<file path="config.mk">
export PLATFORM = sky130hd
export DESIGN_NAME = sssh_div_cell
export DESIGN_NICKNAME = d
export VERILOG_FILES = /design/src/rtl/sssh_pkg.sv /design/src/rtl/sssh_div_cell.sv
export SDC_FILE = /design/constraint.sdc
export NUM_CORES = 1
export LEC_CHECK = 0
export BUFFER_PORTS_ARGS = -buffer_cell sky130_fd_sc_hd__buf_2
export CAP_MARGIN = 10
export CORE_MARGIN = 3
export CORE_UTILIZATION = 40
export DETAILED_ROUTE_END_ITERATION = 8
export GPL_TIMING_DRIVEN = 0
export PLACE_DENSITY_LB_ADDON = 0.2
export SKIP_LAST_GASP = 1
export SLEW_MARGIN = 20
export SYNTH_ARGS = -nofsm -noshare
export SYNTH_HDL_FRONTEND = slang
export SYNTH_SLANG_ARGS = --single-unit
</file>
<file path="constraint.sdc">
create_clock -name clk -period 9.15 [get_ports clk]
set_clock_uncertainty 0.05 [all_clocks]
set_input_delay 1.3725 -clock clk [delete_from_list [all_inputs] [get_ports clk]]
set_output_delay 1.3725 -clock clk [all_outputs]
set_load 0.05 [all_outputs]
</file>
<file path="src/rtl/sssh_pkg.sv">
// Package for the swept-sphere segment hit unit: word types, sideband struct
// and fixed widths shared by the pipeline cells and the top level. No dependencies.
`default_nettype none

package sssh_pkg;

  localparam logic [15:0] RADIUS_RESET   = 16'd1475;
  localparam int          DIR_FRAC_SHIFT = 14;
  // Root of the discriminant is below 2^37; quotient of interest is below 2^19.
  localparam int          ISQ_CELLS      = 37;
  localparam int          DIV_CELLS      = 19;
  localparam int          DISC_W         = 74;
  localparam int          ROOT_W         = 37;
  localparam int          NUM_W          = ROOT_W + DIR_FRAC_SHIFT;

  typedef struct packed {
    logic signed [19:0] target_x;
    logic signed [19:0] target_y;
    logic signed [19:0] target_z;
    logic signed [19:0] start_x;
    logic signed [19:0] start_y;
    logic signed [19:0] start_z;
    logic signed [15:0] dir_x;
    logic signed [15:0] dir_y;
    logic signed [15:0] dir_z;
    logic [18:0]        seg_length;
  } in_t;

  typedef struct packed {
    logic        hit;
    logic        overlap_at_start;
    logic [18:0] hit_length;
  } out_t;

  // Status that travels with each query through the cell chains.
  typedef struct packed {
    logic                done;
    logic                hit;
    logic                ovl;
    logic [31:0]         a;
    logic [ROOT_W-1:0]   babs;
    logic [18:0]         len;
  } side_t;

endpackage

`default_nettype wire

</file>
<file path="src/rtl/sssh_div_cell.sv">
// One quotient-bit cell of the pipelined restoring divider chain.
// Depends on sssh_pkg.
`default_nettype none

module sssh_div_cell import sssh_pkg::*; #(
  parameter int J = 0
) (
  input  wire logic             clk,
  input  wire logic             rst_n,
  input  wire logic             en,
  input  wire logic             vld_i,
  input  wire logic [NUM_W-1:0] rem_i,
  input  wire logic [18:0]      q_i,
  input  wire side_t            side_i,
  output logic                  vld_o,
  output logic [NUM_W-1:0]      rem_o,
  output logic [18:0]           q_o,
  output side_t                 side_o
);

  logic [NUM_W-1:0] dsh;
  logic             take;

  always_comb begin
    dsh  = {{(NUM_W-32){1'b0}}, side_i.a} << J;
    take = rem_i >= dsh;
  end

  always_ff @(posedge clk) begin
    if (!rst_n) begin
      vld_o <= 1'b0;
    end else if (en) begin
      vld_o <= vld_i;
    end
  end

  always_ff @(posedge clk) begin
    if (en) begin
      side_o <= side_i;
      if (take) begin
        rem_o <= rem_i - dsh;
        q_o   <= q_i | (19'd1 << J);
      end else begin
        rem_o <= rem_i;
        q_o   <= q_i;
      end
    end
  end

endmodule

`default_nettype wire
</file>
==> results.txt, run 1 <==
* Most common cell after layout, fill and taps aside: sky130_fd_sc_hd__buf_2
* Maximum buffer depth of the clock tree: 2
* Final worst path period need: 4.68 ns
* Relative contribution of sequential cells to total power: a little over two fifths
- Measured on the finished design, the core utilization comes to 54.8%.
- Combinational logic is responsible for 25.9% of the overall power.
- Post-synthesis mux area share: between 1 and 1.5%
- For the final routed database, the setup TNS stands at 0 ns.
- For this run, global-route usage on met1 was measured as 24.4%.
- Maximum number of pins on one net before global-route repair: 106
- Vias after detailed routing: 6,199
- GRT Max-Usage Layer: met2
* Share of total power consumed by net switching: 35.1%
- In this run the tool buffered the top-level ports with around 320 buffer cells.
* Largest family of logic cells by synthesized area: compound AO/OA/AOI/OAI gates
- Critical Path, Cell by Cell: buf_2, inv_1, ha_1, inv_1, fa_1, a21o_1, a221oi_2, o221ai_2, a2111oi_2, o21a_2, o21ai_1, a2111oi_2, xor2_1
- Counting every net in the synthesized netlist gives 809.
* EDFF count, synth: 161
- In this design, the largest share of critical-path delay is due to compound AO/OA/AOI/OAI gates.
- Initial Util: about two fifths
* Cell chosen for the clock root: sky130_fd_sc_hd__clkbuf_16
* Clock transition at the register clock pins on the worst setup and hold paths after CTS: 0.07 ns
- Pre-CTS setup slack: 4.09 ns
- After detailed routing, the average wire length per cell comes to 19.0 um.
- Outcome: complete, no violations
* CTS tree: built
- For this design the top-level I/O count stands at 327.
- The worst setup path is captured at a flip-flop.
- Summed over all layers, the global routing overflow is 0.
- Per report_power, the clock group accounts for 32.4% of the total.
- Headroom to the max-slew limit came out at 42.7%.
- Across the VDD grid, the largest voltage drop is approximately 130 uV.
* Slowest stage cell on the critical path: sky130_fd_sc_hd__a2111oi_2
- Area fraction in and, or, nand and nor cells after synthesis: about 11%
- The final critical path takes up just over 50% of the cycle.
- The H-tree generated during clock tree synthesis spans 4 levels.
- Layout area overhead: 33.4%
- Distinct cell type count after synthesis: 62
- Count of hold-fix buffers inserted at cts: 0
- The worst setup path is launched from an input pin.
- The net count of the finished layout is 1,153.
- Routed wire length: 23.4 mm
- The largest total area in the synthesized netlist belongs to sky130_fd_sc_hd__edfxtp_1.
* Average footprint of a synthesized cell: 12.7 um2
- Cells taking the most area after synthesis: sky130_fd_sc_hd__edfxtp_1 62%, sky130_fd_sc_hd__ha_1 5.2%, sky130_fd_sc_hd__a21oi_1 3.9%, sky130_fd_sc_hd__xnor2_1 3.5%, sky130_fd_sc_hd__nor2_1 2.2%
* Initial DRC count: around 420
- Maximum achievable frequency: 214 MHz
- Drt drc: 0
* Final hold violations: 0
* Most used flip-flop cell after synthesis: sky130_fd_sc_hd__edfxtp_1
* Sum of net half-perimeters after detailed placement: between 15 and 20 mm
- Die ar.: 21,100 um2
- Share of Yosys cell area claimed by the top area cell type: 62.3%
- Worst stage delay on the critical path: 0.62 ns
* WP data required: approximately 9 ns
* Hold Crit Class: flip-flop to flip-flop
- In the global route stage, met2 resource usage came out at 39.0%.
- Area of the core: 18,900 um2
- Post_cts resized: 0
* Setup violators final: 0
* Width of the die: 145 um
- Share of synthesized registers carrying an async set or reset: 0%
- The tree built by TritonCTS fans out to approximately 160 sinks.
- Number of slew-limit violations in the final report: 0
* Global placement routability congestion: 0.900
- The library cells used most frequently in the layout, excluding fill and tap cells, are 323 x sky130_fd_sc_hd__buf_2, 161 x sky130_fd_sc_hd__edfxtp_1, 60 x sky130_fd_sc_hd__a21oi_1, 45 x sky130_fd_sc_hd__nor2_1, 37 x sky130_fd_sc_hd__inv_1.
* Hold Worst Slack: 0.487 ns
- The floorplan has 50 rows.
* Net switching power: approximately 0.77 mW
* Post-synthesis register bit count: approximately 160
* Pwr/cell area: roughly 210 nW/um2
* DR vias/cell: 5.03
- Reported leakage power: roughly 4.4 nW
- M3 GR Usage: ~8.3%
* Critical path data arrival time: 4.80 ns
- The synthesized netlist devotes 5.19% of its cell area to XOR and XNOR gates.
- Number of maximum-capacitance violations: 0
- Post-synthesis cell area: 7770 um2
- Clock Latency Late Sink: 0.43 ns
- RSZ-0062 raised after global routing: no
- The initial antenna violation count is 8.
- Before antenna repair, the detailed router went through 5 iterations.
* Vias in the first global route: a little over 6,000
- # Post-CTS Setup Buffers: 0
- Worst setup path category: input pin to flip-flop
- The synthesized netlist devotes 11.6% of its cell area to compound gates.
- Setup slack closes at between 4 and 5 ns.
* Antenna violation net count after detailed routing: 0
* Count of warnings emitted by yosys: 0
- Sequential cells were found to cover 62.5% of the synthesized design area.
- The floorplan step set the die height to 145 um.
* Fraction of final layout cells sized beyond drive strength 1: 39.6%
- Post-Synth Adder-Cell Area: between 5 and 6%
- Global routing consumed, over all layers together, between 20% and 30% of the routing resources.
- Internal power contribution: between 1 and 1.5 mW
- Of all nets on the critical path, the largest fanout is 5.
- CTS Buf Count: 17
* Buffers & Inverters on Critical Path: 3
- Transition time at the pin with the least slew margin: 0.852 ns
- Power after layout: 2.20 mW
- After technology mapping, the gate count stands at 611.
- The first global-routing pass estimated 35.5 mm of wire.
[stage by stage]
step           cell area, um2  instances
6_report                10400       1232
5_1_grt                 10400       1232
4_1_cts                 10300       1228
3_5_place_dp             9750       1196
3_3_place_gp             9710       1195
2_1_floorplan            7770        611
[synth_stat cells (6+ instances only)]
| cell type | n |
|---|---|
| sky130_fd_sc_hd__edfxtp_1 | 161 |
| sky130_fd_sc_hd__a21oi_1 | 60 |
| sky130_fd_sc_hd__nor2_1 | 45 |
| sky130_fd_sc_hd__inv_1 | 37 |
| sky130_fd_sc_hd__nand2_1 | 33 |
| sky130_fd_sc_hd__ha_1 | 32 |
| sky130_fd_sc_hd__xnor2_1 | 31 |
| sky130_fd_sc_hd__o21ai_0 | 24 |
| sky130_fd_sc_hd__clkbuf_1 | 18 |
| sky130_fd_sc_hd__nand4_1 | 16 |
| sky130_fd_sc_hd__xor2_1 | 15 |
| sky130_fd_sc_hd__nor3_1 | 11 |
| sky130_fd_sc_hd__o21a_1 | 10 |
| sky130_fd_sc_hd__nand3_1 | 9 |
| sky130_fd_sc_hd__a21o_1 | 8 |
| sky130_fd_sc_hd__nor4_1 | 8 |
| sky130_fd_sc_hd__or2_2 | 6 |
[power by group through the flow]
stage	logic, mW	clock network, mW	registers, mW
5_1_grt	0.603	0.764	0.924
2_1_floorplan	0.143	0	1.19
3_5_place_dp	0.569	0	0.934
3_3_place_gp	0.565	0	0.935
6_report	0.568	0.711	0.917
4_1_cts	0.572	0.728	0.918
[worst register-to-register path, cell delays in order (launching register included)]
cell	delay, ns
sky130_fd_sc_hd__dfxtp_1	0.31
sky130_fd_sc_hd__mux2i_1	0.12
sky130_fd_sc_hd__nor2b_1	0.06
[path summary, 6_finish.rpt]
kind | to | cells past startpoint | slack (ns) | start
hold reg to reg | vld_o | 2 | 0.49 | vld_o
setup reg to reg | vld_o | 2 | 8.50 | vld_o
hold / removal | vld_o | 2 | 0.49 | vld_o
setup / recovery | rem_o[46] | 13 | 4.47 | rem_i[0]
[per-layer routing]
layer  vias up  share of wire [%]
met4         8                1.5
met1      2910                 38
met2       246                 52
met5         -               0.18
met3        30                8.1
li1       3005                  -
[state kept, by name, indices dropped and copies added (netlist names)]
register and flops:
side_o 91, rem_o 51, q_o 19, vld_o 1
[final cells by class]
cell class                 instances  area [um2]
multi-input combinational        390        2660
sequential                       162        4850
clock inverter                    14         160
buffer                            22         113
inverter                          37         139
timing repair buffer             325        1660
fill                            1712        8530
clock buffer                      18         439
tap                              260         325
antenna                            4        10.0
[cells by family (layout without fill, tap and decap cells)]
logic type / count (synthesis) / after routing
AND/OR/NAND/NOR: 164 / 164
other: 0 / 4
AO/OA/AOI/OAI: 140 / 140
XOR/XNOR: 46 / 46
adder cells (fa/ha/maj): 33 / 33
flip-flops: 162 / 162
multiplexers: 7 / 7
buffers and inverters: 59 / 416
(Power assumes the default switching activity.)
==> run 2: changes to the inputs <==
clock period = 4 ns   (was 9.15 ns; I/O delays follow)
==> run 2 against run 1 <==
Flip-flop and latch count did not move. Setup slack worse by 4.2 ns. Combinational power increased by 130%. Cell count did not move. Routed wire length is essentially flat. Critical path depth is the same. Non-clock buffer count is the same. Global-route usage is the same. Power grew 130%. Via count barely moved.
==> results.txt, run 2 (synthesized netlist as in run 1, its figures left out) <==
* Startpoint of the worst-slack reg-to-reg timing path: vld_o
* Peak supply drop: 287 uV
- Sink Count: 162
- The first global-routing pass estimated 35.5 mm of wire.
- Routed WL per cell: 19.0 um
* Antenna violation net count after detailed routing: 0
- The root buffer cell chosen for the clock tree is sky130_fd_sc_hd__clkbuf_16.
- Number of antenna violations at the first check in global routing: 8
- Kind of start point of the critical path: input pin
* Hold Crit Start: side_i[3]
- In this run the number of H-tree levels came out at 4.
- 327 I/O pins were placed.
- For met2 alone, demand over resource in global routing was 39.0%.
* Most common cell after layout, fill and taps aside: sky130_fd_sc_hd__buf_2
* Number of maximum-capacitance violations: 0
- Summed over all layers, the global routing overflow is 0.
- Fraction of final layout cells sized beyond drive strength 1: 39.6%
* WP data required: a little over 4 ns
- In this run, the clock network consumes 32.4% of the power.
- Worst setup path category: input pin to flip-flop
- Along the worst hold path, the cell count comes to 1.
* Vias in the first global route: 6,237
- More flip-flops sit in one register than any other, and that register is side_o.
- From bottom edge to top edge, the die measures 145 um.
- Sum of net half-perimeters after detailed placement: 18.5 mm
* Path depth of the worst reg2reg path: 2
- Global placement routability congestion: 0.900
- TritonCTS built the clock tree.
- Area taken by flip-flops and latches: 4850 um2
- Compared with the post-synthesis result, the final layout area differs by 33.5%.
- Total iterations of the first detailed-routing run: 5
* Area taken by multi-input logic gates: 2670 um2
* Reported leakage power: between 4 and 5 nW
* Drt drc: 0
- Clock Latency Late Sink: 0.43 ns
- The register with the most flip-flops in the layout has 91 of them.
- Routed wire length: roughly 23 mm
* Width of the die: 145 um
* RSZ-0062 raised after global routing: no
* M3 GR Usage: 8.32%
* Vias after detailed routing: 6,200
* Transition time at the pin with the least slew margin: 0.852 ns
- The final hold violation count came to 0.
- STA classifies the critical path endpoint as a flip-flop.
- Setup violators final: 0
- The core region is 18,900 um2.
- Entering global routing, the biggest net connects 106 pins.
- Final worst path period need: 3.77 ns
- Outcome: complete, no violations
- Pwr/cell area: 485 nW/um2
- The design draws 5.03 mW.
- Critical path data arrival time: 3.89 ns
- Hold Crit Class: input pin to flip-flop
* Fillers: 1,712
* Most used cells in the layout excluding fill and tap cells: 323 x sky130_fd_sc_hd__buf_2, 161 x sky130_fd_sc_hd__edfxtp_1, 60 x sky130_fd_sc_hd__a21oi_1, 45 x sky130_fd_sc_hd__nor2_1, 37 x sky130_fd_sc_hd__inv_1
- In this run the most used layer during global routing was met2.
- Combined global-route utilization of all metal layers: between 20% and 30%
- Timing analysis after detailed placement gives a worst setup slack of -0.291 ns.
* Register-to-register setup slack: 3.35 ns
- After detailed routing, the number of vias per cell comes to 5.03.
* Relative contribution of sequential cells to total power: 41.7%
- Net switching is approximately a third of the power.
- In this run, the number of DRC markers left after iteration 0 of detailed routing was 425.
- After layout, the worst path uses 94.3% of the clock period.
- Critical path peak fanout: 5
- Standard-cell row count: 50
- Maximum achievable frequency: 265 MHz
- The path with the worst hold slack has its endpoint at side_o[3].
* Number of nets at the end of the flow: approximately 1,200
- For this configuration, the core starts out at a cell density of 41.1%.
* Worst setup margin: 0.227 ns
- Combinational fraction of design power: 25.9%
- Slew headroom: between 40% and 50%
- Clock-pin slew was measured on the worst setup and hold paths at 0.07 ns.
* Global routing met1 resource utilization: 24.4%
- Input and output buffers added on the ports amount to 324.
* CTS Buf Count: 17
- Number of slew-limit violations in the final report: 0
- In the final layout, the registers with the most flip-flops are side_o (91), rem_o (51), q_o (19).
- The longest clock path from root to sink contains 2 buffers.
* Internal power contribution: 3.26 mW
* Die ar.: 21,100 um2
- Net switching power: 1.77 mW
- The endpoint identified for the worst register-to-register timing path is vld_o.
run 2: cell types whose count changed in the layout (fill, tap and decap cells not counted):
| cell | before | now |
|---|---|---|
| sky130_fd_sc_hd__a221oi_4 | 0 | 1 |
| sky130_fd_sc_hd__a221oi_2 | 1 | 0 |
run 2: what timing repair did:
item | CTS | global route
setup endpoints to repair | 0 | 3
gates resized for setup | 0 | 1
hold endpoints to repair | 0 | 0
setup buffers | 0 | 0
hold buffers | 0 | 0
run 2: cell type report:
| class | instances | share of cell area [%] |
|---|---|---|
| Inverter | 37 | 1.34 |
| Tap cell | 260 | 3.14 |
| Buffer | 22 | 1.09 |
| Timing Repair Buffer | 325 | 16.0 |
| Clock inverter | 14 | 1.54 |
| Sequential cell | 162 | 46.8 |
| Antenna cell | 4 | 0.0965 |
| Clock buffer | 18 | 4.23 |
| Multi-Input combinational cell | 390 | 25.8 |
run 2: how the worst max path moves through the flow:
stage               start         to  cells after the start
2_1_floorplan    rem_i[0]  rem_o[46]                     12
3_3_place_gp     rem_i[0]  rem_o[46]                     13
3_5_place_dp     rem_i[0]  rem_o[46]                     13
4_1_cts          rem_i[0]  rem_o[46]                     13
5_1_grt        side_i[72]  rem_o[38]                     12
6_report         rem_i[0]  rem_o[46]                     13
run 2: worst max-delay path: stages:
cell and delay [ns]:
sky130_fd_sc_hd__buf_2 0.11, sky130_fd_sc_hd__inv_1 0.05, sky130_fd_sc_hd__ha_1 0.17, sky130_fd_sc_hd__inv_1 0.06, sky130_fd_sc_hd__fa_1 0.40, sky130_fd_sc_hd__a21o_1 0.24, sky130_fd_sc_hd__a221oi_4 0.37, sky130_fd_sc_hd__o221ai_2 0.25
sky130_fd_sc_hd__a2111oi_2 0.62, sky130_fd_sc_hd__o21a_2 0.28, sky130_fd_sc_hd__o21ai_1 0.15, sky130_fd_sc_hd__a2111oi_2 0.49, sky130_fd_sc_hd__xor2_1 0.11
run 2: through the flow:
| step | util (%) | hold slack (ns) | area (um2) | TNS (ns) | instances |
|---|---|---|---|---|---|
| 4_1_cts | 54.8 | 0.271 | 10300 | 0 | 1228 |
| 3_5_place_dp | 51.6 | 0.487 | 9750 | -1.92 | 1196 |
| 3_3_place_gp | 51.4 | 0.446 | 9710 | -1.48 | 1195 |
| 5_1_grt | 54.9 | 0.260 | 10400 | 0 | 1232 |
| 6_report | 54.9 | 0.290 | 10400 | 0 | 1232 |
| 2_1_floorplan | - | 0.649 | 7770 | 0 | 611 |
run 2: metal layers:
layer / share of wire [%] / vias to the layer above
met4: 1.5 / 8
met3: 8.1 / 30
met1: 38 / 2908
met2: 52 / 252
li1: - / 3002
met5: 0.18 / -
run 2: power by group through the flow:
stage / registers [mW] / clock network [mW] / logic (mW)
global placement: 2.14 / 0 / 1.29
detailed placement: 2.14 / 0 / 1.30
finish: 2.10 / 1.63 / 1.30
CTS: 2.10 / 1.67 / 1.31
floorplan: 2.72 / 0 / 0.327
global route: 2.11 / 1.75 / 1.38
==> run 3: changes to the inputs <==
CORE_UTILIZATION = 44   (was 40)
SLEW_MARGIN = 15   (was 20)
==> run 3 against run 2 <==
Register-to-register slack hardly changed. First-iteration DRC count is 2.6% lower. Global-route usage is 1.9 points higher.
==> results.txt, run 3 (synthesized netlist as in run 1, its figures left out) <==
- The library cells used most frequently in the layout, excluding fill and tap cells, are 323 x sky130_fd_sc_hd__buf_2, 161 x sky130_fd_sc_hd__edfxtp_1, 60 x sky130_fd_sc_hd__a21oi_1, 45 x sky130_fd_sc_hd__nor2_1, 37 x sky130_fd_sc_hd__inv_1.
* Drt drc: 0
- Once the floorplan was initialized, standard cells occupied 45.9% of the core.
* CTS Buf Count: 17
* Sink Count: ~160
* Final global-route overflow total: 0
* Worst setup path category: input pin to flip-flop
* Most flop-heavy register: side_o
- Layout area overhead: 32.0%
- Power after layout: 4.90 mW
- The library cell used most frequently in the layout, excluding fill and tap cells, is sky130_fd_sc_hd__buf_2.
- The number of global-route vias before repair came to around 6,100.
- The worst hold path begins at side_i[31].
- The core region is approximately 17,000 um2.
- Maximum buffer depth of the clock tree: 2
* Pwr/cell area: 478 nW/um2
* Clock transition at the register clock pins on the worst setup and hold paths after CTS: 0.06 ns
* Kind of start point of the critical path: input pin
- Largest registers: side_o (91), rem_o (51), q_o (19)
- Across the run, the number of max-cap violations was 0.
- Summed over all nets, the half-perimeter wirelength after detailed placement is 18.2 mm.
- Global placement routability congestion: 0.878
- Post-Route Setup TNS: 0 ns
* Transition time at the pin with the least slew margin: 0.808 ns
- STA classifies the critical path endpoint as a flip-flop.
- After the last flow step, the layout net total stands at around 1,200.
- Routed WL per cell: 19.6 um
- Critical path peak fanout: 10
- At the later pin of the worst-skew pair, clock insertion delay measures 0.43 ns.
- Die ar.: 19,300 um2
- The clock period could shrink to between 3 and 4 ns.
- Post-route insts no fill: 1,189
- Prior to clock tree synthesis, the placed netlist has a worst setup slack of -0.316 ns.
- Routed wire length: 23.3 mm
- For this run, the top clock speed supported by timing is 270 MHz.
- For this design the static power due to leakage is around 4.4 nW.
- Dividing the detail-routed via count by the number of cells gives 5.23.
- Largest register FFs: 91
- Maximum number of pins on one net before global-route repair: 100
- Final clock period utilization by the worst path: 92.7%
- Total iterations of the first detailed-routing run: 5
* Initial DRC count: 414
- For the worst setup path, the data required time is 4.10 ns.
- Number of antenna violations at the first check in global routing: 6
* Final hold violations: 0
- around 330 I/O pins were placed.
- Once routing completed, OpenROAD measured the worst setup slack at 0.291 ns.
- CTS tree: built
* Standard-cell row count: 47
- Outcome: complete, no violations
* Number of slew-limit violations in the final report: 0
* RSZ-0062 raised after global routing: no
- CTS placed an instance of sky130_fd_sc_hd__clkbuf_16 at the clock tree root.
- Critical path data arrival time: roughly 3.8 ns
- Startpoint of the worst-slack reg-to-reg timing path: vld_o
* Vias after detailed routing: 6,220
- The clock tree synthesis step divided the H-tree into 4 levels.
- WHS Path Cells: 1
- Setup violators final: 0
- Slew headroom: 45.6%
- The worst-case IR drop observed on VDD is 311 uV.
- Across every metal layer, demand over resource in global routing totals 23.7%.
- Fraction of final layout cells sized beyond drive strength 1: a little under 40%
* Hold Crit Class: input pin to flip-flop
* Source of the critical timing path: side_i[72]
- In this run the horizontal extent of the chip is ~140 um.
- The first global-routing pass estimated around 35 mm of wire.
- Vertical die dimension: 139 um
- Port Buf Inserts: 324
* Antenna violation net count after detailed routing: 0
* Cell count after placement: 1,156
* Path depth of the worst reg2reg path: 2
-- run 3: changes by cell type in the layout (fill, tap and decap cells not counted), moves of 2 or more --
cell | before | now
sky130_fd_sc_hd__diode_2 | 4 | 1
sky130_fd_sc_hd__clkinv_2 | 0 | 3
sky130_fd_sc_hd__clkinv_8 | 3 | 0
sky130_fd_sc_hd__clkbuf_1 | 18 | 20
sky130_fd_sc_hd__inv_8 | 6 | 0
sky130_fd_sc_hd__inv_6 | 1 | 4
-- run 3: final cells by class --
type	instances	area (um2)
tap	220	275
antenna	1	2.50
buffer	22	113
multi-input combinational	390	2680
timing repair buffer	325	1660
clock buffer	19	433
clock inverter	13	101
fill	1452	6680
sequential	162	4850
inverter	37	139
-- run 3: critical path, cell delays in order --
cell	delay, ns
sky130_fd_sc_hd__buf_2	0.09
sky130_fd_sc_hd__inv_1	0.04
sky130_fd_sc_hd__ha_1	0.25
sky130_fd_sc_hd__clkbuf_1	0.29
sky130_fd_sc_hd__nand4_1	0.23
sky130_fd_sc_hd__nor4_2	0.56
sky130_fd_sc_hd__nand4_1	0.15
sky130_fd_sc_hd__nand2_1	0.25
sky130_fd_sc_hd__or3_1	0.21
sky130_fd_sc_hd__nand2_1	0.30
sky130_fd_sc_hd__a2111oi_0	0.69
sky130_fd_sc_hd__xor2_1	0.14
-- run 3: where the power goes --
| part | switching, mW | leakage (nW) | internal, mW |
|---|---|---|---|
| clock network | 0.697 | 0.262 | 0.802 |
| logic | 0.960 | 2.53 | 0.340 |
| registers | 0.0356 | 1.58 | 2.06 |
-- run 3: path summary, 6_finish.rpt --
path         slack [ns]         end
max                0.29   rem_o[38]
min                0.29  side_o[31]
max reg2reg        3.34       vld_o
min reg2reg        0.48       vld_o
-- run 3: routing by layer --
metal  routed length [um]  global-route usage (%)  vias up  share of wire, %
li1                     -                       -     2990                 -
met1                 8960                    26.8     2938                38
met2                12100                    42.6      247                52
met3                 1760                    8.17       35               7.5
met4                  375                    6.39       10               1.6
met5                   66                       0        -              0.28
-- run 3: metrics by stage --
step | instance area (um2) | hold WS, ns | util [%]
2_1_floorplan | 7770 | 0.649 | -
3_3_place_gp | 9660 | 0.449 | 57.1
3_5_place_dp | 9700 | 0.461 | 57.3
4_1_cts | 10200 | 0.272 | 60.4
5_1_grt | 10300 | 0.264 | 60.5
6_report | 10300 | 0.290 | 60.5
-- run 3: timing repair --
item | 4_1_cts | 5_1_grt
hold endpoints to repair | 0 | 0
buffers inserted | 0 | 0
hold buffers | 0 | 0
endpoints found under the setup margin | 0 | 12
gates resized for setup | 0 | 2
