`config.mk`:
```
export PLATFORM = sky130hd
export DESIGN_NAME = sssh_isqrt_cell
export DESIGN_NICKNAME = d
export VERILOG_FILES = /design/src/rtl/sssh_pkg.sv /design/src/rtl/sssh_isqrt_cell.sv
export SDC_FILE = /design/constraint.sdc
export NUM_CORES = 1
export LEC_CHECK = 0
export BUFFER_PORTS_ARGS = -buffer_cell sky130_fd_sc_hd__buf_2
export CAP_MARGIN = 20
export CORE_AREA = 2 2 157 159
export DETAILED_ROUTE_END_ITERATION = 7
export DIE_AREA = 0 0 159 161
export PLACE_DENSITY = 0.79
export SLEW_MARGIN = 10
export SYNTH_ARGS = -nofsm -noshare
export SYNTH_HDL_FRONTEND = slang
export SYNTH_SLANG_ARGS = --single-unit
```
`constraint.sdc`:
```
create_clock -name clk -period 5.3 [get_ports clk]
set_input_delay 0.265 -clock clk [delete_from_list [all_inputs] [get_ports clk]]
set_output_delay 0.265 -clock clk [all_outputs]
set_load 0.01 [all_outputs]
```
`src/rtl/sssh_pkg.sv`:
```
// Package for the swept-sphere segment hit unit: word types, sideband struct
// and fixed widths shared by the pipeline cells and the top level. No dependencies.
`default_nettype none

package sssh_pkg;

  localparam logic [15:0] RADIUS_RESET   = 16'd1475;
  localparam int          DIR_FRAC_SHIFT = 14;
  // Root of the discriminant is below 2^37; quotient of interest is below 2^19.
  localparam int          ISQ_CELLS      = 37;
  localparam int          DIV_CELLS      = 19;
  localparam int          DISC_W         = 74;
  localparam int          ROOT_W         = 37;
  localparam int          NUM_W          = ROOT_W + DIR_FRAC_SHIFT;

  typedef struct packed {
    logic signed [19:0] target_x;
    logic signed [19:0] target_y;
    logic signed [19:0] target_z;
    logic signed [19:0] start_x;
    logic signed [19:0] start_y;
    logic signed [19:0] start_z;
    logic signed [15:0] dir_x;
    logic signed [15:0] dir_y;
    logic signed [15:0] dir_z;
    logic [18:0]        seg_length;
  } in_t;

  typedef struct packed {
    logic        hit;
    logic        overlap_at_start;
    logic [18:0] hit_length;
  } out_t;

  // Status that travels with each query through the cell chains.
  typedef struct packed {
    logic                done;
    logic                hit;
    logic                ovl;
    logic [31:0]         a;
    logic [ROOT_W-1:0]   babs;
    logic [18:0]         len;
  } side_t;

endpackage

`default_nettype wire

```
`src/rtl/sssh_isqrt_cell.sv`:
```
// One digit cell of the pipelined integer square root chain.
// Depends on sssh_pkg.
`default_nettype none

module sssh_isqrt_cell import sssh_pkg::*; #(
  parameter int K = 0
) (
  input  wire logic              clk,
  input  wire logic              rst_n,
  input  wire logic              en,
  input  wire logic              vld_i,
  input  wire logic [DISC_W-1:0] rem_i,
  input  wire logic [ROOT_W-1:0] root_i,
  input  wire side_t             side_i,
  output logic                   vld_o,
  output logic [DISC_W-1:0]      rem_o,
  output logic [ROOT_W-1:0]      root_o,
  output side_t                  side_o
);

  logic [DISC_W+1:0] trial;
  logic              take;

  // (r + 2^K)^2 - r^2 = r*2^(K+1) + 2^(2K)
  always_comb begin
    trial = ({{(DISC_W+2-ROOT_W){1'b0}}, root_i} << (K + 1))
            + ((DISC_W+2)'(1) << (2 * K));
    take  = {2'b00, rem_i} >= trial;
  end

  always_ff @(posedge clk) begin
    if (!rst_n) begin
      vld_o <= 1'b0;
    end else if (en) begin
      vld_o <= vld_i;
    end
  end

  always_ff @(posedge clk) begin
    if (en) begin
      side_o <= side_i;
      if (take) begin
        rem_o  <= rem_i - trial[DISC_W-1:0];
        root_o <= root_i | (ROOT_W'(1) << K);
      end else begin
        rem_o  <= rem_i;
        root_o <= root_i;
      end
    end
  end

endmodule

`default_nettype wire

```
==> results of run 1 <==
worst max-delay path by stage:
stage | endpoint | cells after the start
floorplan | rem_o[48]$_DFFE_PP_ | 11
global placement | rem_o[72]$_DFFE_PP_ | 12
detailed placement | rem_o[43]$_DFFE_PP_ | 12
CTS | rem_o[43]$_DFFE_PP_ | 13
global route | rem_o[43]$_DFFE_PP_ | 13
finish | rem_o[43]$_DFFE_PP_ | 13
sequential cells by signal, summed over array words and instances (netlist names):
name	cells
side_o	91
rem_o	74
root_o	37
vld_o	1
layout by cell type, fill, tap and decap left out, drive strengths merged, types with 5 or more instances in the layout:
cell         Yosys  routed
dlygate4sd3      0     128
inv             47      49
xor2            26      26
nor2            75      75
o21a            10      10
clkbuf          20      25
clkinv           0       7
o211ai           6       6
a21oi           82      82
o31ai            7       7
nor3            18      18
nand2b          10      10
ha              38      38
a21o            10      10
a211oi           5       5
nand3           20      20
xnor2           42      42
edfxtp         202     202
o21ai           34      34
nand2           64      64
buf              5     413
nor4            13      13
and2             7       7
nand4           29      29
a31oi            5       5
routing by layer:
metal  vias up  track usage (%)  wire length [um]
met5         -                0                61
met1      4212             31.1             13100
met2       441             44.7             16800
li1       4162                -                 -
met3        97             6.70              2950
met4         8             10.2              1400
stage by stage:
stage	cells	worst slack, ns
2_1_floorplan	825	1.97
3_3_place_gp	1538	1.12
3_5_place_dp	1538	1.10
4_1_cts	1705	1.06
5_1_grt	1707	0.686
6_report	1707	1.05
worst max-delay path: cells and delay by family:
kind / cells / cell delay [ns]
buffers and inverters: 3 / 0.75
AOI/OAI and AO/OA: 3 / 1.20
adders and majority gates: 1 / 0.44
xor gates and xnor gates: 1 / 0.11
and+or+nand+nor: 5 / 1.71
report_power, final:
group / switching, W / total (W) / internal [W] / leakage (nW)
sequential: 0.0000422 / 0.00199 / 0.00195 / 1.99
clock: 0.000654 / 0.00160 / 0.000945 / 0.362
combinational: 0.000495 / 0.000863 / 0.000368 / 3.68
area by class of cell:
| type | count | area, um2 |
|---|---|---|
| Antenna cell | 2 | 5.00 |
| Sequential cell | 203 | 6090 |
| Inverter | 47 | 176 |
| Timing Repair Buffer | 542 | 3390 |
| Tap cell | 324 | 405 |
| Clock inverter | 15 | 175 |
| Clock buffer | 24 | 579 |
| Fill cell | 1935 | 9640 |
| Multi-Input combinational cell | 550 | 3510 |
logic make-up (layout without fill, tap and decap cells):
group                      count (synthesis)  count (layout)
and+or+nand+nor                          261             261
DFF                                      203             203
AOI/OAI and AO/OA                        181             181
buffers and inverters                     72             628
xor gates and xnor gates                  68              68
adders and majority gates                 39              39
muxes                                      1               1
other                                      0               2
synthesized netlist by cell type, drive strengths merged (6+ instances only):
cell and count:
nor3 18, xnor2 42, o211ai 6, nand3 20, a21o 10, clkbuf 20, nor2 75, a21oi 82
nand2 64, o21a 10, nand4 29, ha 38, xor2 26, o31ai 7, and2 7, edfxtp 202
o21ai 34, inv 47, nor4 13, nand2b 10
repair_timing:
item / 4_1_cts / 5_1_grt
setup endpoints to repair: 0 / 0
endpoints found under the hold margin: 128 / 0
hold buffers: 128 / 0
==> metrics list, run 1 <==
- Reported max-cap violation count: 0
- Gate Count Post-Synth: ~830
- For this design the static power due to leakage is 6.03 nW.
* Die Y-Extent: 161 um
- Synthesis produced a netlist with a net count of 1070.
- Ranked by total cell area, the synthesized netlist is headed by sky130_fd_sc_hd__edfxtp_1 61%, sky130_fd_sc_hd__ha_1 4.8%, sky130_fd_sc_hd__a21oi_1 4.2%, sky130_fd_sc_hd__xnor2_1 3.7%, sky130_fd_sc_hd__nor2_1 2.9%.
- Setup total negative slack on the finished layout was measured at 0 ns.
- CTS clock-pin slew for the worst setup and hold paths: 0.07 ns
- The startpoint identified for the worst hold timing path is vld_i.
- The critical path is of the in -> reg type.
- Number of H-tree branching levels: 1
* R2R Path End: vld_o$_SDFFE_PN0P_
- The share of synthesized area in the top cell type comes to between 60% and 70%.
- Total standard cell area after synthesis: about 9900 um2
- The hold violation total from the final report was 0.
- Walking the worst path, the cells encountered are dlygate4sd3_1 -> buf_2 -> inv_1 -> ha_1 -> nand4_1 -> nor3_1 -> nand4_1 -> o31ai_1 -> nor3b_1 -> o21ai_4 -> o211ai_2 -> nor4b_1 -> xor2_1.
* RR Startpoint: vld_o$_SDFFE_PN0P_
- Of all cell types, the one taking the most synthesized area is sky130_fd_sc_hd__edfxtp_1.
* Fin. max-slew vios: 0
- Core Footprint: 24000 um2
- Summing the areas of all xor and xnor instances in the mapped netlist gives 6.04% of the synthesized area.
- Highest achievable clock rate: 235 MHz
- Simple-gate portion of the synthesized area: 12.9%
- In this run the horizontal extent of the chip is 159 um.
* Yosys synthesis warning count: 0
- Nets: about 1.6k
- The share of the Yosys chip area taken by registers is 61.7%.
* Arrival time of data at the critical path endpoint: 4.50 ns
- Dominant combinational cell family by area after synthesis: simple AND/OR/NAND/NOR gates
- For this run, the leading register cell type out of synthesis is sky130_fd_sc_hd__edfxtp_1.
- The placed instances occupy a cell area of between 10000 and 15000 um2.
* Via density: 5.23
- Highest net fanout along the worst path: 27
* Ys async rst share: 0%
- By instance count, the cell type seen most on the critical path is sky130_fd_sc_hd__nand4_1.
* Headroom to the max-slew limit: 33.6%
- Synthesis-stage register bit count: 203
- Register-to-Register Path Depth: 2
- On the final layout, the worst clock skew is 0 ns.
- Outcome: finished clean
* TritonCTS clock tree: built
- Post-route ant nets: 0
* Gates resized, CTS repair: 0
- Initial standard-cell utilization of the core: approximately 41%
- Number of buffers inserted during clock tree synthesis: 22
- Global Route Usage Sum: 25.9%
- Crit path capture type: flop
* Number of search-and-repair iterations in the first detailed-routing pass: 5
- Unrepaired setup endpoints after global routing: no
* DIE AREA: 25600 um2
- Count of standard-cell rows: 57
- The worst setup path is launched from an input pin.
- Initial antenna violation count: 6
- Worst slew pin tran: between 0.9 and 1 ns
- The final route contains 8920 vias.
* HP Class: in -> reg
- Entering global routing, the biggest net connects 151 pins.
- # port buffers: 408
- Timing startpoint of the critical path: root_i[31]
- Flop2flop setup slack: 4.71 ns
- Post-synth EDFFs: just over 200
- Power per cell area: 311 nW/um2
- Summing the areas of all compound-gate instances in the mapped netlist gives 11.5% of the synthesized area.
- The number of different library cells used by synthesis comes to 57.
- WP data required: 5.55 ns
- After synthesis, the mean cell area works out to ~12 um2.
- DPL Wire Length: between 20000 and 25000 um
- The final layout contains routed wiring with a total length of 34300 um.
* Grt ovf: 0
* Final setup violation count: 0
* P&R area growth vs syn: 45.2%
- In the final layout, the share of cells above drive strength 1 is 33.4%.
* Final-layout worst hold slack: 0.0445 ns
- Counting along the longest clock path gives a buffer depth of 3.
* CTS Root Cell: sky130_fd_sc_hd__clkbuf_16
- Cells fill 59.8% of the core in the end.
* Wire length per cell after detailed routing: 20.1 um
- After the first detailed-routing iteration, the DRC count stood at 770.
* Synth Area in Adders: under 10%
- Clock latency on the worst-skew pair: 0.50 ns
- Crit path largest cell delay: about 0.6 ns
- Number of placed I/O pins: 409
- The first global-routing pass estimated 51600 um of wire.
- Ratio of final minimum period to clock period: between 80% and 90%
- Buffers added to address setup during post-CTS repair amount to 0.
- Summing internal, switching and leakage power gives 0.00445 W.
- The via count of the first global-routing pass came to 8952.
- Worst path slowest cell: sky130_fd_sc_hd__nor3_1
- Cell area after layout: around 14000 um2
* Max rail drop VDD: 0.231 mV
* Multiplexer fraction of the synthesized cell area: 0.101%
* Clock tree sinks: 203
- The congestion estimate from routability-driven global placement came to 0.912.
* # DRC: 0
- End point of the most critical hold path: vld_o$_SDFFE_PN0P_
* Final critical path time including I/O delays and setup: 4.25 ns
- The worst hold path passes through 3 cells.
Power figures use the tool's default switching activity.
==> run 2: changes to the inputs <==
--- a/config.mk
+++ b/config.mk
@@ -5,12 +5,14 @@
 export SDC_FILE = /design/constraint.sdc
 export NUM_CORES = 1
 export LEC_CHECK = 0
+export ABC_AREA = 1
 export BUFFER_PORTS_ARGS = -buffer_cell sky130_fd_sc_hd__buf_2
 export CAP_MARGIN = 20
-export CORE_AREA = 2 2 157 159
+export CORE_ASPECT_RATIO = 0.75
+export CORE_MARGIN = 2
+export CORE_UTILIZATION = 46
 export DETAILED_ROUTE_END_ITERATION = 7
-export DIE_AREA = 0 0 159 161
-export PLACE_DENSITY = 0.79
+export PLACE_DENSITY = 0.86
 export SLEW_MARGIN = 10
 export SYNTH_ARGS = -nofsm -noshare
 export SYNTH_HDL_FRONTEND = slang
==> constraint.sdc (replaced) <==
create_clock -name clk -period 3.7 [get_ports clk]
set_input_delay 0.185 -clock clk [delete_from_list [all_inputs] [get_ports clk]]
set_output_delay 0.185 -clock clk [all_outputs]
set_load 0.01 [all_outputs]
==> metrics list, run 2 <==
* Outcome: finished clean (unchanged)
* Number of nets produced by synthesis: 1701 (was 1070)
- Clock Power Share: 33.4% (was 35.9%)
- P&R area growth vs syn: 39.7% (was 45.2%)
- The register with the highest flop count is side_o (unchanged).
- Final Hold Viols: 0 (unchanged)
- Most area-consuming cells after synthesis: sky130_fd_sc_hd__edfxtp_1 51%, sky130_fd_sc_hd__nand2_1 16%, sky130_fd_sc_hd__inv_1 7.2%, sky130_fd_sc_hd__nor2_1 5.6%, sky130_fd_sc_hd__ha_1 4.0% (was sky130_fd_sc_hd__edfxtp_1 61%, sky130_fd_sc_hd__ha_1 4.8%, sky130_fd_sc_hd__a21oi_1 4.2%, sky130_fd_sc_hd__xnor2_1 3.7%, sky130_fd_sc_hd__nor2_1 2.9%).
* Initial detailed-routing violation count: 1332 (was 770)
* Flip-flop count of the largest register, all copies and words added: 91 (unchanged)
* Filler instances: 2059 (was 1935)
- Core Footprint: 25100 um2 (was 24000 um2)
- List of most frequent post-synthesis cells: 509 x sky130_fd_sc_hd__nand2_1, 227 x sky130_fd_sc_hd__inv_1, 202 x sky130_fd_sc_hd__edfxtp_1 (was 202 x sky130_fd_sc_hd__edfxtp_1, 82 x sky130_fd_sc_hd__a21oi_1, 75 x sky130_fd_sc_hd__nor2_1).
* Net switching power of the design: 0.00190 W (was 0.00119 W)
- The aggregate global routing overflow was 0 (unchanged).
- The most common cell in the synthesized netlist is sky130_fd_sc_hd__nand2_1 (was sky130_fd_sc_hd__edfxtp_1).
* Worst path slowest cell: sky130_fd_sc_hd__dlygate4sd3_1 (was sky130_fd_sc_hd__nor3_1)
* Final critical path time including I/O delays and setup: 3.25 ns
- The number of placed instances, taps included is 2198 (was 1538).
- Wire length per cell after detailed routing: 20.6 um (was 20.1 um)
- The sequential share of the synthesized area was 51.4% (was 61.7%).
- Maximum clock skew at final layout: 0 ns (unchanged)
* Post-route ant nets: 0 (unchanged)
* Nets: 2282 (was 1611)
- Headroom to the max-slew limit: 44.2% (was 33.6%)
* Fin. max-slew vios: 0 (unchanged)
- Max rail drop VDD: 0.310 mV (was 0.231 mV)
* Top cell type by total area after synthesis: sky130_fd_sc_hd__edfxtp_1 (unchanged)
* Final setup violation count: 0 (unchanged)
* CTS Root Cell: sky130_fd_sc_hd__clkbuf_16 (unchanged)
* Post CTS Setup Buffer Count: 0 (unchanged)
* Clock tree sinks: 203 (unchanged)
- The sequential cell fraction of total power is 44.0% (was 44.7%).
* Number of placed I/O pins: 409 (unchanged)
- Crit path capture type: flop (unchanged)
- The largest fanout on the critical path came to 26 (was 27).
- The global routing usage summed across all routing layers was 35.2% (was 25.9%).
- Unrepaired setup endpoints after global routing: no (unchanged).
* CTS clock-pin slew for the worst setup and hold paths: 0.07 ns (about the same)
- Synth unique cells: 35 (was 57)
* Registers with the most flip-flops: side_o: 91 flops, rem_o: 74 flops, root_o: 37 flops (unchanged)
- Initial standard-cell utilization of the core: 47.1% (was 41.2%)
* Worst slew pin tran: 0.838 ns (was 0.984 ns)
* Synthesis-stage register bit count: 203 (unchanged)
- The HPWL after detailed placement is 36200 um (was 24300 um).
* Static leakage: 7.68 nW (was 6.03 nW)
- The final estimated routing congestion in global placement is 0.991 (was 0.912).
- # port buffers: 408 (unchanged)
- The part of the total power dissipated in combinational logic was 22.6% (was 19.4%).
- Most frequent cells in the layout: 509 x sky130_fd_sc_hd__nand2_1, 407 x sky130_fd_sc_hd__buf_2, 227 x sky130_fd_sc_hd__inv_1 (was 407 x sky130_fd_sc_hd__buf_2, 202 x sky130_fd_sc_hd__edfxtp_1, 128 x sky130_fd_sc_hd__dlygate4sd3_1)
- Power per cell area: 393 nW/um2 (was 311 nW/um2)
- Clock latency on the worst-skew pair: 0.51 ns (was 0.50 ns)
- Ys async rst share: 0% (unchanged)
- # DRC: 0 (unchanged)
* Final Instance Count excl. Fillers: 2392 (was 1707)
* Die Span X: 189 um (was 159 um)
* DIE AREA: 27000 um2 (was 25600 um2)
- Instance area after placement: 14300 um2 (was 12300 um2)
- Critical path start-end classification: in -> reg (unchanged)
* Cell internal pwr: 0.00461 W (was 0.00326 W)
- Ratio of final minimum period to clock period: about 88%
- Cell area after layout: 16500 um2 (was 14300 um2)
- The share of total power consumed by net switching was 29.2% (was 26.8%).
- Area share of the leading cell type in the synthesized netlist: 51.2% (was 61.5%)
- The summed instance area of the synthesized netlist came to 11800 um2 (was 9870 um2).
* Proportion of layout cells with a drive suffix above 1: 23.2% (was 33.4%)
- The CTS buffer count is 21 (was 22).
- Cells along the critical path: dlygate4sd3_1 -> buf_2 -> inv_1 -> ha_1 -> nand2_1 -> inv_1 -> nand2_1 -> nand2_1 -> nand2_1 -> nand3_1 -> nand2_1 -> nand3_1 -> nand2_1 -> nand3_4 -> inv_4 -> buf_4 -> a21oi_1 (was dlygate4sd3_1 -> buf_2 -> inv_1 -> ha_1 -> nand4_1 -> nor3_1 -> nand4_1 -> o31ai_1 -> nor3b_1 -> o21ai_4 -> o211ai_2 -> nor4b_1 -> xor2_1).
- Die Y-Extent: 143 um (was 161 um)
* Count of standard-cell rows: 50 (was 57)
- The number of flops mapped to enable cells by yosys was 202 (unchanged).
- The number of antenna violations at the first check in global routing was 4 (was 6).
- The category of the worst setup path launch point is an input pin (unchanged).
- Routed via count: 12.6k (was 8920)
* TritonCTS clock tree: built (unchanged)
- The synthesis warning total was 0 (unchanged).
* Total negative slack: 0 ns (unchanged)
- Total length of routed wires: 49200 um (was 34300 um)
- Number of H-tree branching levels: 1 (unchanged)
- Maximum buffer depth of the clock tree: 3 (unchanged)
* WP data required: 3.94 ns (was 5.55 ns)
- The reported max-cap violation count was 0 (unchanged).
- Number of search-and-repair iterations in the first detailed-routing pass: 6 (was 5)
- The post-synthesis cell count came to 1456 (was 825).
- The path category of the worst min-delay check was in -> reg (unchanged).
* Most common cell after layout, fill and taps aside: sky130_fd_sc_hd__nand2_1 (was sky130_fd_sc_hd__buf_2)
* Arrival time of data at the critical path endpoint: 3.49 ns (was 4.50 ns)
- The most numerous cell on the critical path is sky130_fd_sc_hd__nand2_1 (was sky130_fd_sc_hd__nand4_1).
- Pin count of the biggest net entering global routing: 95 (was 151)
* Crit path largest cell delay: 0.55 ns (was 0.61 ns)
- Global-route wire length before repair: 71300 um (was 51600 um)
- The tightest hold margin was 0.00232 ns (was 0.0445 ns).
* Synthesized area per cell: 8.13 um2 (was 12.0 um2)
- The via count of the first global-routing pass came to 12.4k (was 8952).
* Most frequently used flop master after synthesis: sky130_fd_sc_hd__edfxtp_1 (unchanged)
* Highest achievable clock rate: 308 MHz
* Via density: 5.26 (was 5.23)
-- run 2: power by group through the flow --
stage | clock [W] | sequential [W] | combinational [W]
after global placement | 0 | 0.00289 | 0.00125
after detailed placement | 0 | 0.00290 | 0.00128
final | 0.00217 | 0.00286 | 0.00147
after CTS | 0.00217 | 0.00285 | 0.00142
after global routing | 0.00227 | 0.00288 | 0.00157
after floorplan | 0 | 0.00302 | 0.000513
-- run 2: metrics by stage --
| stage | setup slack [ns] | power (W) | util, % |
|---|---|---|---|
| global placement | 0.754 | 0.00414 | 56.9 |
| floorplan | 1.62 | 0.00353 | - |
| CTS | 0.600 | 0.00643 | 65.7 |
| finish | 0.455 | 0.00650 | 65.8 |
| detailed placement | 0.638 | 0.00417 | 56.9 |
| global route | 0.242 | 0.00672 | 65.7 |
-- run 2: worst paths after layout --
kind / startpoint / end / slack [ns] / cells after the start
max: root_i[3] / rem_o[40]$_DFFE_PP_ / 0.45 / 17
min: rem_i[18] / rem_o[18]$_DFFE_PP_ / 0.002 / 3
max reg2reg: vld_o$_SDFFE_PN0P_ / vld_o$_SDFFE_PN0P_ / 2.44 / 3
min reg2reg: vld_o$_SDFFE_PN0P_ / vld_o$_SDFFE_PN0P_ / 1.13 / 3
-- run 2: area by class of cell --
class,count,area (um2),area share [%]
clock buffer,26,544,3.29
timing repair buffer,569,3670,22.2
clock inverter,11,128,0.772
sequential,203,6090,36.8
inverter,234,881,5.33
antenna,3,7.51,0.0454
multi-input combinational,1008,4800,29.0
tap,338,423,2.56
-- run 2: what timing repair did --
action	CTS	global route
hold buffers	154	0
endpoints found under the hold margin	153	0
gates resized for setup	0	0
-- run 2: worst max-delay path, delay by kind of cell --
family / cells / cell delay, ns
AOI/OAI and AO/OA: 1 / 0.11
adders and majority gates: 1 / 0.33
buffers and inverters: 6 / 1.50
and+or+nand+nor: 9 / 1.32
-- run 2: cells by family after synthesis --
| kind of cell | Yosys count | share of synthesized area (%) |
|---|---|---|
| and+or+nand+nor | 810 | 28.1 |
| buffers and inverters | 245 | 8.07 |
| DFF | 203 | 51.4 |
| xor gates and xnor gates | 31 | 2.29 |
| AOI/OAI and AO/OA | 128 | 5.92 |
| adders and majority gates | 39 | 4.19 |
-- run 2: layer usage --
metal	up-vias	share of wire [%]	global-route usage [%]
met2	775	47	58.3
met4	2	2.6	9.67
met5	-	0.024	0
li1	5847	-	-
met1	5865	41	47.5
met3	95	9.9	6.86
==> run 3: changes to the inputs <==
--- a/config.mk
+++ b/config.mk
@@ -6,13 +6,13 @@
 export NUM_CORES = 1
 export LEC_CHECK = 0
 export ABC_AREA = 1
-export BUFFER_PORTS_ARGS = -buffer_cell sky130_fd_sc_hd__buf_2
 export CAP_MARGIN = 20
 export CORE_ASPECT_RATIO = 0.75
 export CORE_MARGIN = 2
-export CORE_UTILIZATION = 46
+export CORE_UTILIZATION = 50
 export DETAILED_ROUTE_END_ITERATION = 7
-export PLACE_DENSITY = 0.86
+export DONT_BUFFER_PORTS = 1
+export PLACE_DENSITY = 0.77
 export SLEW_MARGIN = 10
 export SYNTH_ARGS = -nofsm -noshare
 export SYNTH_HDL_FRONTEND = slang
==> metrics list, run 3 (synthesis gave the netlist of run 2 again) <==
- Largest register by flop count: side_o (unchanged)
- The category of the worst setup path launch point is an input pin (unchanged).
- Final setup violation count: 0 (unchanged)
- Wire length per cell after detailed routing: 21.7 um (was 20.6 um)
- The area of the core was 23100 um2 (was 25100 um2).
* Worst slew pin tran: 0.808 ns (was 0.838 ns)
* # DRC: 0 (unchanged)
* Highest achievable clock rate: 378 MHz (was 308 MHz)
- The most common cell after layout, fill and taps aside is sky130_fd_sc_hd__nand2_1 (unchanged).
* Number of buffers inserted during clock tree synthesis: 20 (was 21)
- The global routing usage summed across all routing layers is 33.3% (was 35.2%).
- The die extent in y is 137 um (was 143 um).
- The path category of the worst min-delay check is in -> reg (unchanged).
- The total routed wirelength came to 43200 um (was 49200 um).
- Outcome: finished, violations left (was finished clean).
* Fin. max-slew vios: 0 (unchanged)
- Overall power of the completed layout: 0.00619 W (was 0.00650 W)
* Cells along the critical path: dlygate4sd3_1 -> inv_1 -> ha_1 -> ha_1 -> nand2_1 -> nor3_1 -> nand4_1 -> nor2_2 -> nor2_2 -> nand3_4 -> inv_4 -> buf_4 -> o21ai_0 (was dlygate4sd3_1 -> buf_2 -> inv_1 -> ha_1 -> nand2_1 -> inv_1 -> nand2_1 -> nand2_1 -> nand2_1 -> nand3_1 -> nand2_1 -> nand3_1 -> nand2_1 -> nand3_4 -> inv_4 -> buf_4 -> a21oi_1)
- WP data required: 3.93 ns (was 3.94 ns)
- Number of search-and-repair iterations in the first detailed-routing pass: 5 (was 6)
* Crit path largest cell delay: 0.52 ns (was 0.55 ns)
- Flip-flop count of the largest register, all copies and words added: 91 (unchanged)
- Routed via count: 10.8k (was 12.6k)
- The cell with the largest stage delay on the worst path is sky130_fd_sc_hd__dlygate4sd3_1 (unchanged).
- Most frequent cells in the layout: 509 x sky130_fd_sc_hd__nand2_1, 227 x sky130_fd_sc_hd__inv_1, 204 x sky130_fd_sc_hd__dlygate4sd3_1 (was 509 x sky130_fd_sc_hd__nand2_1, 407 x sky130_fd_sc_hd__buf_2, 227 x sky130_fd_sc_hd__inv_1)
- Count of standard-cell rows: 48 (was 50)
- Proportion of layout cells with a drive suffix above 1: 3.97% (was 23.2%)
- CTS clock-pin slew for the worst setup and hold paths: 0.06 ns (was 0.07 ns)
- The reported max-cap violation count was 0 (unchanged).
- The quantity of I/O buffers inserted on ports was 0 (was 408).
- CTS Root Cell: sky130_fd_sc_hd__clkbuf_16 (unchanged)
- The global-route wire length before repair came to 61500 um (was 71300 um).
- Headroom to the max-slew limit: 46.1% (was 44.2%)
* Flop2flop setup slack: 2.42 ns (was 2.44 ns)
* Number of H-tree branching levels: 1 (unchanged)
* Number of placed I/O pins: 409 (unchanged)
- The number of buffers inserted to repair setup after CTS was 0 (unchanged).
* Final critical path time including I/O delays and setup: 2.65 ns (was 3.25 ns)
- Ratio of final minimum period to clock period: 71.5% (was 87.7%)
- The number of antenna violations at the first check in global routing was 0 (was 4).
- The die outline area is 24900 um2 (was 27000 um2).
* Grt ovf: 0 (unchanged)
- The count of non-filler cells in the finished layout is 1989 (was 2392).
* DPL Wire Length: 31200 um (was 36200 um)
- Arrival time of data at the critical path endpoint: 2.88 ns (was 3.49 ns)
* Power per cell area: 415 nW/um2 (was 393 nW/um2)
- Final Hold Viols: 34 (was 0)
- The clock network latency to the later pin of the worst-skew pair was 0.50 ns (was 0.51 ns).
- The final estimated routing congestion in global placement is 1.04 (was 0.991).
- The checks that failed: hold timing.
* Die Span X: 182 um (was 189 um)
- Clock tree sinks: 203 (unchanged)
* Initial standard-cell utilization of the core: 51.2% (was 47.1%)
* Initial detailed-routing violation count: 1018 (was 1332)
- Static leakage: 6.26 nW (was 7.68 nW)
- The number of hold buffers added after cts came to 204 (was 154).
- Pin count of the biggest net entering global routing: 205 (was 95)
- DP Cell Count: 1748 (was 2198)
* Total negative slack: 0 ns (unchanged)
* P&R area growth vs syn: 26.0% (was 39.7%)
- The final core area utilization came to 64.5% (was 65.8%).
* Maximum buffer depth of the clock tree: 3 (unchanged)
- Post-route ant nets: 0 (unchanged)
- The largest fanout on the critical path is 44 (was 26).
- Unrepaired setup endpoints after global routing: no (unchanged)
* Nets: 1919 (was 2282)
- Registers with the most flip-flops: side_o: 91 flops, rem_o: 74 flops, root_o: 37 flops (unchanged)
* Via density: 5.44 (was 5.26)
- The maximum clock skew at final layout was 0 ns (unchanged).
- Via count of the first global-routing pass: 10.2k (was 12.4k)
* Crit path capture type: flop (unchanged)
- The type of the worst setup path is in -> reg (unchanged).
* TritonCTS clock tree: built (unchanged)
- The number of cells upsized or downsized after cts is 0 (unchanged).
* Max rail drop VDD: 0.335 mV (was 0.310 mV)
- The tightest hold margin is -0.218 ns (was 0.00232 ns).
run 3: changes by cell type in the layout (fill, tap and decap cells not counted), sizes merged, moves of 2 or more:
cell         delta
buf           -411
clkbuf          -4
clkinv          -2
clkinvlp        +3
diode           -2
dlygate4sd3    +50
run 3: path summary, 6_finish.rpt:
path / depth (start not counted) / startpoint / end
worst min register to register: 3 / vld_o$_SDFFE_PN0P_ / vld_o$_SDFFE_PN0P_
worst min-delay path: 0 / en / rem_o[51]$_DFFE_PP_
worst max register to register: 3 / vld_o$_SDFFE_PN0P_ / vld_o$_SDFFE_PN0P_
worst max-delay path: 13 / root_i[0] / rem_o[1]$_DFFE_PP_
run 3: metal layers:
layer / GRT usage [%] / part of all wire [%] / vias up
met1: 44.1 / 41 / 5046
met4: 7.45 / 2.3 / 0
met3: 11.7 / 12 / 65
li1: - / - / 5116
met2: 53.0 / 45 / 591
met5: 0 / 0 / -
run 3: power by group:
part	switching (W)	internal (W)	total [W]
clock	0.000899	0.00132	0.00222
sequential	0.000217	0.00281	0.00302
combinational	0.000563	0.000382	0.000945
run 3: layout make-up:
type | count | area, um2
multi-input combinational | 1008 | 4800
sequential | 203 | 6090
clock buffer | 23 | 533
inverter | 234 | 881
tap | 300 | 375
timing repair buffer | 207 | 2060
antenna | 1 | 2.50
fill | 1937 | 8210
clock inverter | 13 | 173
run 3: worst max-delay path, delay by kind of cell:
| kind | cells | cell delay [ns] |
|---|---|---|
| AO/OA/AOI/OAI | 1 | 0.19 |
| adder cells (fa/ha/maj) | 2 | 0.52 |
| buffers and inverters | 4 | 1.15 |
| AND/OR/NAND/NOR | 6 | 0.76 |
run 3: per-stage QoR:
| step | setup WS, ns | instance area (um2) |
|---|---|---|
| 2_1_floorplan | 1.62 | 11800 |
| 3_3_place_gp | 0.844 | 12200 |
| 3_5_place_dp | 0.758 | 12200 |
| 4_1_cts | 1.17 | 14900 |
| 5_1_grt | 0.885 | 14900 |
| 6_report | 1.05 | 14900 |
